--- src/rtl/rc4_pkg.sv ---
// Shared package for the RC4 keystream generator: sizes, opcodes, sequencer step codes,
// the control-word layout with its microcode table, and the permutation request bundle.
// Used by rc4_perm and rc4_keystream_generator; depends on nothing.
package rc4_pkg;

    localparam int PERM_DEPTH       = 256;
    localparam int PERM_AW          = 8;
    localparam int MAX_KEY_BYTES_DEF = 64;
    localparam int RUN_LIMIT        = 64;
    localparam logic [6:0] KEY_LENGTH_RESET = 7'd40;

    // Request opcodes.
    localparam logic [1:0] OP_LOAD = 2'd0;
    localparam logic [1:0] OP_INIT = 2'd1;
    localparam logic [1:0] OP_GEN  = 2'd2;

    // Sequencer step addresses.
    localparam logic [3:0] S_IDLE = 4'd0;
    localparam logic [3:0] K_INIT = 4'd1;
    localparam logic [3:0] K_RDK  = 4'd2;
    localparam logic [3:0] K_SWJ  = 4'd3;
    localparam logic [3:0] K_WRK  = 4'd4;
    localparam logic [3:0] K_WRJ  = 4'd5;
    localparam logic [3:0] K_END  = 4'd6;
    localparam logic [3:0] G_RDI  = 4'd7;
    localparam logic [3:0] G_SWJ  = 4'd8;
    localparam logic [3:0] G_WRI  = 4'd9;
    localparam logic [3:0] G_WRJ  = 4'd10;
    localparam logic [3:0] G_RDT  = 4'd11;
    localparam logic [3:0] G_OUT  = 4'd12;

    // Permutation read address select.
    localparam logic [2:0] RD_NONE  = 3'd0;
    localparam logic [2:0] RD_I_INC = 3'd1;
    localparam logic [2:0] RD_J_SUM = 3'd2;
    localparam logic [2:0] RD_K     = 3'd3;
    localparam logic [2:0] RD_T     = 3'd4;

    // Permutation write select.
    localparam logic [1:0] WR_NONE = 2'd0;
    localparam logic [1:0] WR_I    = 2'd1;
    localparam logic [1:0] WR_K    = 2'd2;
    localparam logic [1:0] WR_J    = 2'd3;

    // Second index update.
    localparam logic [1:0] J_HOLD    = 2'd0;
    localparam logic [1:0] J_CLEAR   = 2'd1;
    localparam logic [1:0] J_ADD     = 2'd2;
    localparam logic [1:0] J_ADD_KEY = 2'd3;

    // First index update.
    localparam logic [1:0] I_HOLD  = 2'd0;
    localparam logic [1:0] I_CLEAR = 2'd1;
    localparam logic [1:0] I_INC   = 2'd2;

    // Sequencing.
    localparam logic [1:0] SEQ_NEXT   = 2'd0;
    localparam logic [1:0] SEQ_DONE   = 2'd1;
    localparam logic [1:0] SEQ_LOOP_K = 2'd2;
    localparam logic [1:0] SEQ_LOOP_G = 2'd3;

    typedef struct packed {
        logic [2:0] rd;
        logic [1:0] wr;
        logic [1:0] jop;
        logic [1:0] iop;
        logic       k_clr;
        logic       k_step;
        logic       key_rd;
        logic       ld_si;
        logic       ld_sj;
        logic       clr_valid;
        logic       emit;
        logic [1:0] seq;
        logic [3:0] target;
    } ucode_t;

    typedef struct packed {
        logic               clear;
        logic               rd_en;
        logic [PERM_AW-1:0] rd_addr;
        logic               wr_en;
        logic [PERM_AW-1:0] wr_addr;
        logic [7:0]         wr_data;
    } perm_req_t;

    // Microcode table: one control word per step.
    function automatic ucode_t ucode_rom(input logic [3:0] pc);
        ucode_t w;
        w = '0;
        case (pc)
            S_IDLE:
            begin
                w.seq = SEQ_DONE;
            end
            K_INIT:
            begin
                w.clr_valid = 1'b1;
                w.k_clr     = 1'b1;
                w.jop       = J_CLEAR;
                w.seq       = SEQ_NEXT;
            end
            K_RDK:
            begin
                w.rd     = RD_K;
                w.key_rd = 1'b1;
                w.seq    = SEQ_NEXT;
            end
            K_SWJ:
            begin
                w.ld_si = 1'b1;
                w.jop   = J_ADD_KEY;
                w.rd    = RD_J_SUM;
                w.seq   = SEQ_NEXT;
            end
            K_WRK:
            begin
                w.wr  = WR_K;
                w.seq = SEQ_NEXT;
            end
            K_WRJ:
            begin
                w.wr     = WR_J;
                w.k_step = 1'b1;
                w.seq    = SEQ_LOOP_K;
                w.target = K_RDK;
            end
            K_END:
            begin
                w.iop = I_CLEAR;
                w.jop = J_CLEAR;
                w.seq = SEQ_DONE;
            end
            G_RDI:
            begin
                w.iop = I_INC;
                w.rd  = RD_I_INC;
                w.seq = SEQ_NEXT;
            end
            G_SWJ:
            begin
                w.ld_si = 1'b1;
                w.jop   = J_ADD;
                w.rd    = RD_J_SUM;
                w.seq   = SEQ_NEXT;
            end
            G_WRI:
            begin
                w.wr    = WR_I;
                w.ld_sj = 1'b1;
                w.seq   = SEQ_NEXT;
            end
            G_WRJ:
            begin
                w.wr  = WR_J;
                w.seq = SEQ_NEXT;
            end
            G_RDT:
            begin
                w.rd  = RD_T;
                w.seq = SEQ_NEXT;
            end
            G_OUT:
            begin
                w.emit   = 1'b1;
                w.seq    = SEQ_LOOP_G;
                w.target = G_RDI;
            end
            default:
            begin
                w.seq = SEQ_DONE;
            end
        endcase
        return w;
    endfunction

endpackage

--- src/rtl/rc4_ram.sv ---
// Generic single-write, single-read RAM with a registered read port.
// Reads return the data held before a write at the same edge. No dependencies.
module rc4_ram #(
    parameter int WIDTH = 8,
    parameter int DEPTH = 256
) (
    input  logic                                     clk,
    input  logic                                     wr_en,
    input  logic [((DEPTH > 1) ? $clog2(DEPTH) : 1)-1:0] wr_addr,
    input  logic [WIDTH-1:0]                         wr_data,
    input  logic                                     rd_en,
    input  logic [((DEPTH > 1) ? $clog2(DEPTH) : 1)-1:0] rd_addr,
    output logic [WIDTH-1:0]                         rd_data
);

    logic [WIDTH-1:0] mem_reg [DEPTH];
    logic [WIDTH-1:0] rd_data_reg;

    always_ff @(posedge clk)
    begin
        if (wr_en)
        begin
            mem_reg[wr_addr] <= wr_data;
        end
        if (rd_en)
        begin
            rd_data_reg <= mem_reg[rd_addr];
        end
    end

    assign rd_data = rd_data_reg;

endmodule

--- src/rtl/rc4_perm.sv ---
// Permutation store: a 256-entry RAM plus one valid bit per entry, so that an entry
// never written since reset or since the last clear reads as its own index.
// Depends on rc4_pkg and rc4_ram.
module rc4_perm (
    input  logic                clk,
    input  logic                rst_n,
    input  rc4_pkg::perm_req_t  req,
    output logic [7:0]          rd_data
);

    logic [rc4_pkg::PERM_DEPTH-1:0] valid_reg;
    logic                           rd_valid_reg;
    logic [rc4_pkg::PERM_AW-1:0]    rd_addr_reg;
    logic [7:0]                     ram_q;

    rc4_ram #(
        .WIDTH (8),
        .DEPTH (rc4_pkg::PERM_DEPTH)
    ) u_ram (
        .clk     (clk),
        .wr_en   (req.wr_en),
        .wr_addr (req.wr_addr),
        .wr_data (req.wr_data),
        .rd_en   (req.rd_en),
        .rd_addr (req.rd_addr),
        .rd_data (ram_q)
    );

    always_ff @(posedge clk or negedge rst_n)
    begin
        if (!rst_n)
        begin
            valid_reg    <= '0;
            rd_valid_reg <= 1'b0;
        end
        else
        begin
            if (req.clear)
            begin
                valid_reg <= '0;
            end
            else if (req.wr_en)
            begin
                valid_reg[req.wr_addr] <= 1'b1;
            end
            if (req.rd_en)
            begin
                rd_valid_reg <= valid_reg[req.rd_addr];
            end
        end
    end

    always_ff @(posedge clk)
    begin
        if (req.rd_en)
        begin
            rd_addr_reg <= req.rd_addr;
        end
    end

    // An entry that is not valid holds the identity value.
    assign rd_data = rd_valid_reg ? ram_q : rd_addr_reg;

endmodule

--- src/rtl/rc4_keystream_generator.sv ---
// RC4 keystream generator. A load-key request never raises busy. A key-schedule request
// keeps busy high through a clear step, 256 swaps of four steps each and an end step.
// A generate request of n bytes keeps busy high through six steps per byte and strobes
// each byte after the output step of its pass; a new request waits until the run is done.
// Results cannot be stalled. Reset gives the identity permutation,
// zero indices and a key length of 40; the key store is undefined until written.
module rc4_keystream_generator #(
    parameter int MAX_KEY_BYTES = rc4_pkg::MAX_KEY_BYTES_DEF
) (
    input  logic       clk,
    input  logic       rst_n,
    // Request channel.
    input  logic       start,
    output logic       busy,
    input  logic [1:0] opcode,
    input  logic [5:0] key_index,
    input  logic [7:0] key_byte,
    input  logic [6:0] byte_count,
    // Configuration channel: key length.
    input  logic       cfg_valid,
    output logic       cfg_ready,
    input  logic [6:0] cfg_data,
    // Result channel.
    output logic       result_strobe,
    output logic [7:0] keystream_byte,
    output logic       last
);

    // Key store address width, and the width that holds a key length up to the store size.
    localparam int KAW = (MAX_KEY_BYTES > 1) ? $clog2(MAX_KEY_BYTES) : 1;
    localparam int KLW = $clog2(MAX_KEY_BYTES + 1);

    // Sequencer state.
    logic [3:0]     pc_reg, pc_next;
    rc4_pkg::ucode_t uc;

    // Datapath registers.
    logic [7:0]     i_reg, i_next;
    logic [7:0]     j_reg, j_next;
    logic [7:0]     k_reg;
    logic [KLW-1:0] kp_reg;
    logic [7:0]     si_reg;
    logic [7:0]     sj_reg;
    logic [6:0]     cnt_reg, cnt_next;
    logic [6:0]     key_length_reg;
    logic           strobe_reg;
    logic [7:0]     ks_reg;
    logic           last_reg;

    logic                accept;
    logic [6:0]          count_sat;
    logic [KLW-1:0]      len_eff;
    logic [KLW-1:0]      kp_step;
    logic [7:0]          perm_rd;
    logic [7:0]          key_rd;
    logic [7:0]          key_term;
    logic [7:0]          j_sum;
    logic                key_wr_en;
    rc4_pkg::perm_req_t  perm_req;

    // The control word for the current step comes straight from the microcode table.
    assign uc     = rc4_pkg::ucode_rom(pc_reg);
    assign busy   = (pc_reg != rc4_pkg::S_IDLE);
    assign accept = start && !busy;

    // The user must keep configuration writes to idle; unchecked, the port is always open.
    assign cfg_ready = 1'b1;

    // A run longer than the limit is clipped to the limit.
    assign count_sat = (byte_count > 7'(rc4_pkg::RUN_LIMIT)) ? 7'(rc4_pkg::RUN_LIMIT)
                                                             : byte_count;

    // Effective key length: zero counts as one and anything past the store is clipped.
    always_comb
    begin
        if (key_length_reg == 7'd0)
        begin
            len_eff = KLW'(1);
        end
        else if (int'(key_length_reg) > MAX_KEY_BYTES)
        begin
            len_eff = KLW'(MAX_KEY_BYTES);
        end
        else
        begin
            len_eff = KLW'(key_length_reg);
        end
    end

    // The key position wraps back to zero after the last key byte in use.
    assign kp_step = (int'(kp_reg) + 1 == int'(len_eff)) ? '0 : KLW'(int'(kp_reg) + 1);

    // Key bytes are written straight from the request; a position past the store is dropped.
    assign key_wr_en = accept && (opcode == rc4_pkg::OP_LOAD)
                       && (int'(key_index) < MAX_KEY_BYTES);

    rc4_ram #(
        .WIDTH (8),
        .DEPTH (MAX_KEY_BYTES)
    ) u_key_ram (
        .clk     (clk),
        .wr_en   (key_wr_en),
        .wr_addr (KAW'(key_index)),
        .wr_data (key_byte),
        .rd_en   (uc.key_rd),
        .rd_addr (KAW'(kp_reg)),
        .rd_data (key_rd)
    );

    // The new second index is formed from the permutation value just read, plus the key
    // byte during the key schedule. It also addresses the next permutation read.
    assign key_term = (uc.jop == rc4_pkg::J_ADD_KEY) ? key_rd : 8'd0;
    assign j_sum    = j_reg + perm_rd + key_term;

    always_comb
    begin
        case (uc.jop)
            rc4_pkg::J_CLEAR:   j_next = 8'd0;
            rc4_pkg::J_ADD:     j_next = j_sum;
            rc4_pkg::J_ADD_KEY: j_next = j_sum;
            default:            j_next = j_reg;
        endcase
    end

    always_comb
    begin
        case (uc.iop)
            rc4_pkg::I_CLEAR: i_next = 8'd0;
            rc4_pkg::I_INC:   i_next = i_reg + 8'd1;
            default:          i_next = i_reg;
        endcase
    end

    // Permutation port requests. All swap writes take their data from the RAM output
    // or from the held first value, so a read and a write never touch the same step.
    always_comb
    begin
        perm_req       = '0;
        perm_req.clear = uc.clr_valid;
        perm_req.rd_en = (uc.rd != rc4_pkg::RD_NONE);
        case (uc.rd)
            rc4_pkg::RD_I_INC: perm_req.rd_addr = i_reg + 8'd1;
            rc4_pkg::RD_J_SUM: perm_req.rd_addr = j_sum;
            rc4_pkg::RD_K:     perm_req.rd_addr = k_reg;
            rc4_pkg::RD_T:     perm_req.rd_addr = si_reg + sj_reg;
            default:           perm_req.rd_addr = 8'd0;
        endcase
        perm_req.wr_en = (uc.wr != rc4_pkg::WR_NONE);
        case (uc.wr)
            rc4_pkg::WR_I:
            begin
                perm_req.wr_addr = i_reg;
                perm_req.wr_data = perm_rd;
            end
            rc4_pkg::WR_K:
            begin
                perm_req.wr_addr = k_reg;
                perm_req.wr_data = perm_rd;
            end
            rc4_pkg::WR_J:
            begin
                perm_req.wr_addr = j_reg;
                perm_req.wr_data = si_reg;
            end
            default:
            begin
                perm_req.wr_addr = 8'd0;
                perm_req.wr_data = 8'd0;
            end
        endcase
    end

    rc4_perm u_perm (
        .clk     (clk),
        .rst_n   (rst_n),
        .req     (perm_req),
        .rd_data (perm_rd)
    );

    // Next step: dispatch on the opcode when idle, otherwise follow the control word.
    always_comb
    begin
        pc_next  = pc_reg;
        cnt_next = cnt_reg;
        if (pc_reg == rc4_pkg::S_IDLE)
        begin
            if (accept)
            begin
                case (opcode)
                    rc4_pkg::OP_INIT:
                    begin
                        pc_next = rc4_pkg::K_INIT;
                    end
                    rc4_pkg::OP_GEN:
                    begin
                        if (byte_count != 7'd0)
                        begin
                            pc_next  = rc4_pkg::G_RDI;
                            cnt_next = count_sat;
                        end
                    end
                    default:
                    begin
                        pc_next = rc4_pkg::S_IDLE;
                    end
                endcase
            end
        end
        else
        begin
            if (uc.emit)
            begin
                cnt_next = cnt_reg - 7'd1;
            end
            case (uc.seq)
                rc4_pkg::SEQ_NEXT:
                begin
                    pc_next = pc_reg + 4'd1;
                end
                rc4_pkg::SEQ_LOOP_K:
                begin
                    pc_next = (k_reg == 8'hFF) ? pc_reg + 4'd1 : uc.target;
                end
                rc4_pkg::SEQ_LOOP_G:
                begin
                    pc_next = (cnt_reg == 7'd1) ? rc4_pkg::S_IDLE : uc.target;
                end
                default:
                begin
                    pc_next = rc4_pkg::S_IDLE;
                end
            endcase
        end
    end

    // Control state and the architectural indices.
    always_ff @(posedge clk or negedge rst_n)
    begin
        if (!rst_n)
        begin
            pc_reg         <= rc4_pkg::S_IDLE;
            cnt_reg        <= 7'd0;
            i_reg          <= 8'd0;
            j_reg          <= 8'd0;
            key_length_reg <= rc4_pkg::KEY_LENGTH_RESET;
            strobe_reg     <= 1'b0;
        end
        else
        begin
            pc_reg     <= pc_next;
            cnt_reg    <= cnt_next;
            i_reg      <= i_next;
            j_reg      <= j_next;
            strobe_reg <= uc.emit;
            if (cfg_valid && cfg_ready)
            begin
                key_length_reg <= cfg_data;
            end
        end
    end

    // Datapath payload registers.
    always_ff @(posedge clk)
    begin
        if (uc.k_clr)
        begin
            k_reg  <= 8'd0;
            kp_reg <= '0;
        end
        else if (uc.k_step)
        begin
            k_reg  <= k_reg + 8'd1;
            kp_reg <= kp_step;
        end
        if (uc.ld_si)
        begin
            si_reg <= perm_rd;
        end
        if (uc.ld_sj)
        begin
            sj_reg <= perm_rd;
        end
        if (uc.emit)
        begin
            ks_reg   <= perm_rd;
            last_reg <= (cnt_reg == 7'd1);
        end
    end

    assign result_strobe  = strobe_reg;
    assign keystream_byte = ks_reg;
    assign last           = last_reg;

    // A result only follows the output step of the generate program.
    a_strobe_after_out: assert property (@(posedge clk) disable iff (!rst_n)
        strobe_reg |-> ($past(pc_reg) == rc4_pkg::G_OUT))
        else $error("result strobe without an output step");

    // The final byte of a run is shown once the sequencer is back in idle.
    a_last_idle: assert property (@(posedge clk) disable iff (!rst_n)
        (strobe_reg && last_reg) |-> (pc_reg == rc4_pkg::S_IDLE))
        else $error("last byte strobed while the sequencer is still running");

    // The remaining byte count never runs out inside the generate program.
    a_cnt_live: assert property (@(posedge clk) disable iff (!rst_n)
        (pc_reg == rc4_pkg::G_RDI || pc_reg == rc4_pkg::G_SWJ || pc_reg == rc4_pkg::G_WRI
         || pc_reg == rc4_pkg::G_WRJ || pc_reg == rc4_pkg::G_RDT
         || pc_reg == rc4_pkg::G_OUT) |-> (cnt_reg != 7'd0))
        else $error("generate step with no bytes left");

    // The key position stays inside the active key during the schedule.
    a_kp_range: assert property (@(posedge clk) disable iff (!rst_n)
        (pc_reg == rc4_pkg::K_RDK || pc_reg == rc4_pkg::K_SWJ || pc_reg == rc4_pkg::K_WRK
         || pc_reg == rc4_pkg::K_WRJ) |-> (kp_reg < len_eff))
        else $error("key position past the key length");

    // Each run of the schedule ends with both indices cleared.
    a_sched_clear: assert property (@(posedge clk) disable iff (!rst_n)
        (pc_reg == rc4_pkg::K_END) |=> (i_reg == 8'd0 && j_reg == 8'd0))
        else $error("indices not cleared after key schedule");

endmodule

--- config.mk ---
export PLATFORM = sky130hd
export DESIGN_NAME = rc4_keystream_generator
export DESIGN_NICKNAME = d
export VERILOG_FILES = /design/src/rtl/rc4_pkg.sv /design/src/rtl/rc4_ram.sv /design/src/rtl/rc4_perm.sv /design/src/rtl/rc4_keystream_generator.sv
export SDC_FILE = /design/constraint.sdc
export NUM_CORES = 2
export LEC_CHECK = 0
export BUFFER_PORTS_ARGS = -buffer_cell sky130_fd_sc_hd__buf_2
export CAP_MARGIN = 25
export CORE_UTILIZATION = 55
export CTS_BUF_LIST = sky130_fd_sc_hd__clkbuf_8
export DETAILED_ROUTE_END_ITERATION = 8
export PLACE_DENSITY_LB_ADDON = 0.15
export SKIP_LAST_GASP = 1
export SYNTH_ARGS = -nofsm -noshare
export SYNTH_HDL_FRONTEND = slang
export SYNTH_HIERARCHICAL = 1
export SYNTH_SLANG_ARGS = --single-unit
--- constraint.sdc ---
create_clock -name clk -period 9.9 [get_ports clk]
set_input_delay 1.485 -clock clk [delete_from_list [all_inputs] [get_ports clk]]
set_output_delay 1.485 -clock clk [all_outputs]
set_load 0.05 [all_outputs]
==> results.py <==
metrics = {
    "placed_design": {
        "dp_hpwl_um": 175000,
        "gp_congestion": 0.897,
        "port_buffers": 44,
    },
    "setup_path": {
        "critPathArrivalTime_ns": 7.41,
        "slowest_delay_ns": 0.81,
        "worstReg2RegStart": "pc_reg[3]",
        "crit_family": "compound AO/OA/AOI/OAI gates",
        "crit_start": "pc_reg[3]",
        "worstPathRequired_ns": 10.72,
        "crit_chain": "nor2_1 > nand3_1 > fa_1 > inv_1 > ha_1 > inv_1 > fa_1 > xnor2_1 > nand2_1 > o21ai_0 > a221o_4 > buf_4 > nor2b_1 > a211oi_1 > a311oi_1 > o221ai_1 > a211oi_1 > nor4_1",
        "worstPathMaxFanout": 39,
        "path_class": "reg -> reg",
        "path_buf_inv": 3,
        "end_kind": "flip-flop",
        "critPathLaunchType": "flip-flop",
        "cp_slowest_cell": "a211oi_1",
    },
    "yosys": {
        "synth_edf_count": 2609,
        "synth_flop_cell": "edfxtp_1",
        "ys_warn_count": 6,
        "avgSynthCellArea_um2": 18.4,
        "ys_ff_latch": 2916,
        "synth_fp_nets": 6389,
        "syn_inst": 6321,
        "yosys.cell_types.count": 90,
        "async_reset_ff_frac": 0.100,
        "synth.cell_area_um2": 117000,
        "seq_area_frac_synth": 0.737,
    },
    "clock_tree": {
        "clkTransAtPathRegs_ns": 0.07,
        "hold_buffers": 0,
        "cts_resized": 0,
        "root_buffer": "clkbuf_8",
        "cts_tree": "yes",
        "clockBufferDepth": 4,
        "cts_max_level": 5,
        "cts_made_buffers": 470,
        "clock_sinks": 2916,
        "clk_latency_ns": 1.11,
        "post-cts-setup-buffers": 0,
    },
    "sta": {
        "maxSlewHeadroom": 0.180,
        "fin_worst_skew_ns": 0.0822,
        "fin_crit_ns": 6.60,
        "max_freq_mhz": 152,
        "grt_setup_unrepaired": "false",
        "worst_slew_pin_slew_ns": 1.23,
        "tns_ns": 0,
        "final_max_slew_viol_count": 0,
        "setup_violations": 0,
        "finalHoldViolCount": 0,
        "min_period_over_period": 0.666,
    },
    "drt": {
        "wl_per_cell_um": 30.0,
        "wl_um": 293000,
        "drt-initial-drc-count": 7934,
        "dr.pass1.iters": 9,
        "antenna_left": 0,
        "vias": 62800,
        "drc": 1,
        "vias_per_cell": 6.44,
    },
    "global_route": {
        "grtUsageTotal": 0.274,
        "grt_pass1_vias": 62300,
        "grt_first_pass_wirelength_um": 430000,
        "grt_start_max_net_pins": 235,
        "antenna_found_initial": 10,
        "gr-total-overflow": 0,
    },
    "floorplan": {
        "dieArea_um2": 214000,
        "core_area_um2": 210000,
        "die_w_um": 462,
        "rows": 168,
        "die_h_um": 462,
        "initial_core_util": 0.555,
        "ios": 46,
    },
    "finish": {
        "ff_latch_area_um2": 86000,
        "area_growth_pct": 9.95,
        "final_nets": 6654,
        "drive_gt1_frac": 0.211,
        "num-fill-cells": 15100,
        "multi_input_area_um2": 28400,
        "largest_reg_flops": 2048,
    },
    "run_status": {
        "outcome": "finished with violations",
        "violations": "DRC",
    },
    "run": {
        "drv_cap": 0,
    },
    "hold_path": {
        "hold_path_class": "in -> async",
    },
}
-- metal layers --
| layer | vias up | routed length, µm | global-route usage |
|---|---|---|---|
| met1 | 33000 | 119000 | 0.400 |
| met4 | 4 | 9570 | 0.0960 |
| li1 | 26100 | - | - |
| met2 | 3163 | 136000 | 0.409 |
| met3 | 569 | 28200 | 0.0615 |
| met5 | - | 22 | 0 |
-- cells by family (layout without fill, tap and decap cells) --
logic type / count (synthesis) / in the layout / synth area share
adder cells (fa/ha/maj): 34 / 34 / 0.00423
other: 1 / 9 / 0.0000322
flip-flops: 2916 / 2916 / 0.737
AND/OR/NAND/NOR: 1166 / 1166 / 0.0443
multiplexers: 851 / 851 / 0.141
XOR/XNOR: 35 / 35 / 0.00269
AO/OA/AOI/OAI: 882 / 882 / 0.0494
buffers and inverters: 436 / 1065 / 0.0212
-- layout by cell type, fill, tap and decap left out, types with 12 or more instances in the layout --
cell / n
buf_4: 112
clkinv_2: 57
mux2_2: 28
and2_1: 12
dfrtp_1: 290
nor3_1: 47
o21ai_0: 42
o22ai_1: 43
o211ai_1: 12
ha_1: 25
a22o_1: 23
nand3b_1: 12
clkinv_1: 127
nand4_1: 16
nor2b_1: 54
nand2_1: 141
nand3_1: 73
and2_0: 17
xnor2_1: 18
mux2i_1: 196
a211oi_1: 27
edfxtp_1: 2609
a221oi_1: 22
xor2_1: 16
a31oi_1: 12
a22oi_1: 146
and3_1: 13
buf_12: 23
nor4_1: 36
buf_2: 45
mux4_2: 619
o221ai_1: 66
clkbuf_8: 490
nor2_1: 672
inv_1: 180
a21oi_1: 382
nand2b_1: 30
-- cell type report --
cell class,instances,share of cell area
clock buffers,490,0.0526
clock inverters,346,0.0135
well taps,2805,0.0274
inverters,41,0.00120
multi-input cells,2969,0.222
flip-flops and latches,2916,0.671
diodes,8,0.000156
repair buffers,188,0.0130
-- through the flow --
stage               hold slack (ns)  instance area, µm²  setup WS (ns)  cells   util
global placement              0.468              119000           3.44   8900  0.568
floorplan                     0.454              117000           3.03   6321      -
detailed placement            0.479              119000           3.41   8904  0.568
finish                        0.363              128000           3.30   9763  0.610
global route                  0.393              128000           3.00   9760  0.610
CTS                           0.360              128000           3.38   9740  0.609
-- worst register-to-register path: stages (launching register included) --
cell and delay (ns):
dfrtp_1 0.54, nor2_1 0.60, nand3_1 0.21, fa_1 0.47
inv_1 0.07, ha_1 0.18, inv_1 0.07, fa_1 0.41
xnor2_1 0.20, nand2_1 0.08, o21ai_0 0.14, a221o_4 0.39
buf_4 0.58, nor2b_1 0.82, a211oi_1 0.19, a311oi_1 0.30
o221ai_1 0.17, a211oi_1 0.81, nor4_1 0.10
-- cell usage after synthesis (8+ instances only) --
cell type,instances,area (µm²)
nor3_1,52,260
buf_8,13,195
a221oi_1,22,193
a211oi_1,27,203
xor2_1,16,140
o211ai_1,12,90.1
a22o_1,23,201
a21o_1,9,67.6
nor2_1,675,2530
ha_1,25,313
dfrtp_1,290,7260
and3_1,13,81.3
nand4_1,16,100
clkbuf_1,206,773
dfxtp_1,15,300
o22ai_1,44,275
mux2i_1,196,1960
nand2_1,142,533
a21oi_1,390,1950
nor2b_1,57,357
a22oi_1,146,1100
a31oi_1,12,75.1
mux4_2,619,13900
and2_1,14,87.6
buf_2,55,275
o32ai_1,10,87.6
and2_0,17,106
o21ai_0,42,210
buf_4,47,353
o221ai_1,67,587
edfxtp_1,2609,78300
a222oi_1,9,90.1
nand2b_1,30,188
nand3_1,73,365
buf_12,13,260
fa_1,9,180
inv_1,39,146
xnor2_1,18,158
nand3b_1,12,90.1
mux2_2,28,315
buf_1,29,109
nor4_1,37,231
mux4_1,8,210
buf_6,30,338
-- final timing paths --
path,to,slack [ns],depth (start not counted)
setup reg to reg,u_perm/u_ram/rd_data[5],3.30,18
max in group asynchronous,u_perm/valid_reg[191],7.94,2
hold / removal,key_length_reg[4],0.36,1
min in group clk,u_perm/valid_reg[160],0.49,2
hold reg to reg,u_perm/valid_reg[160],0.49,2
setup / recovery,u_perm/u_ram/rd_data[5],3.30,18
Power is not shown: default switching activity piles up to over one toggle a cycle in this logic, so the estimate is an artifact.
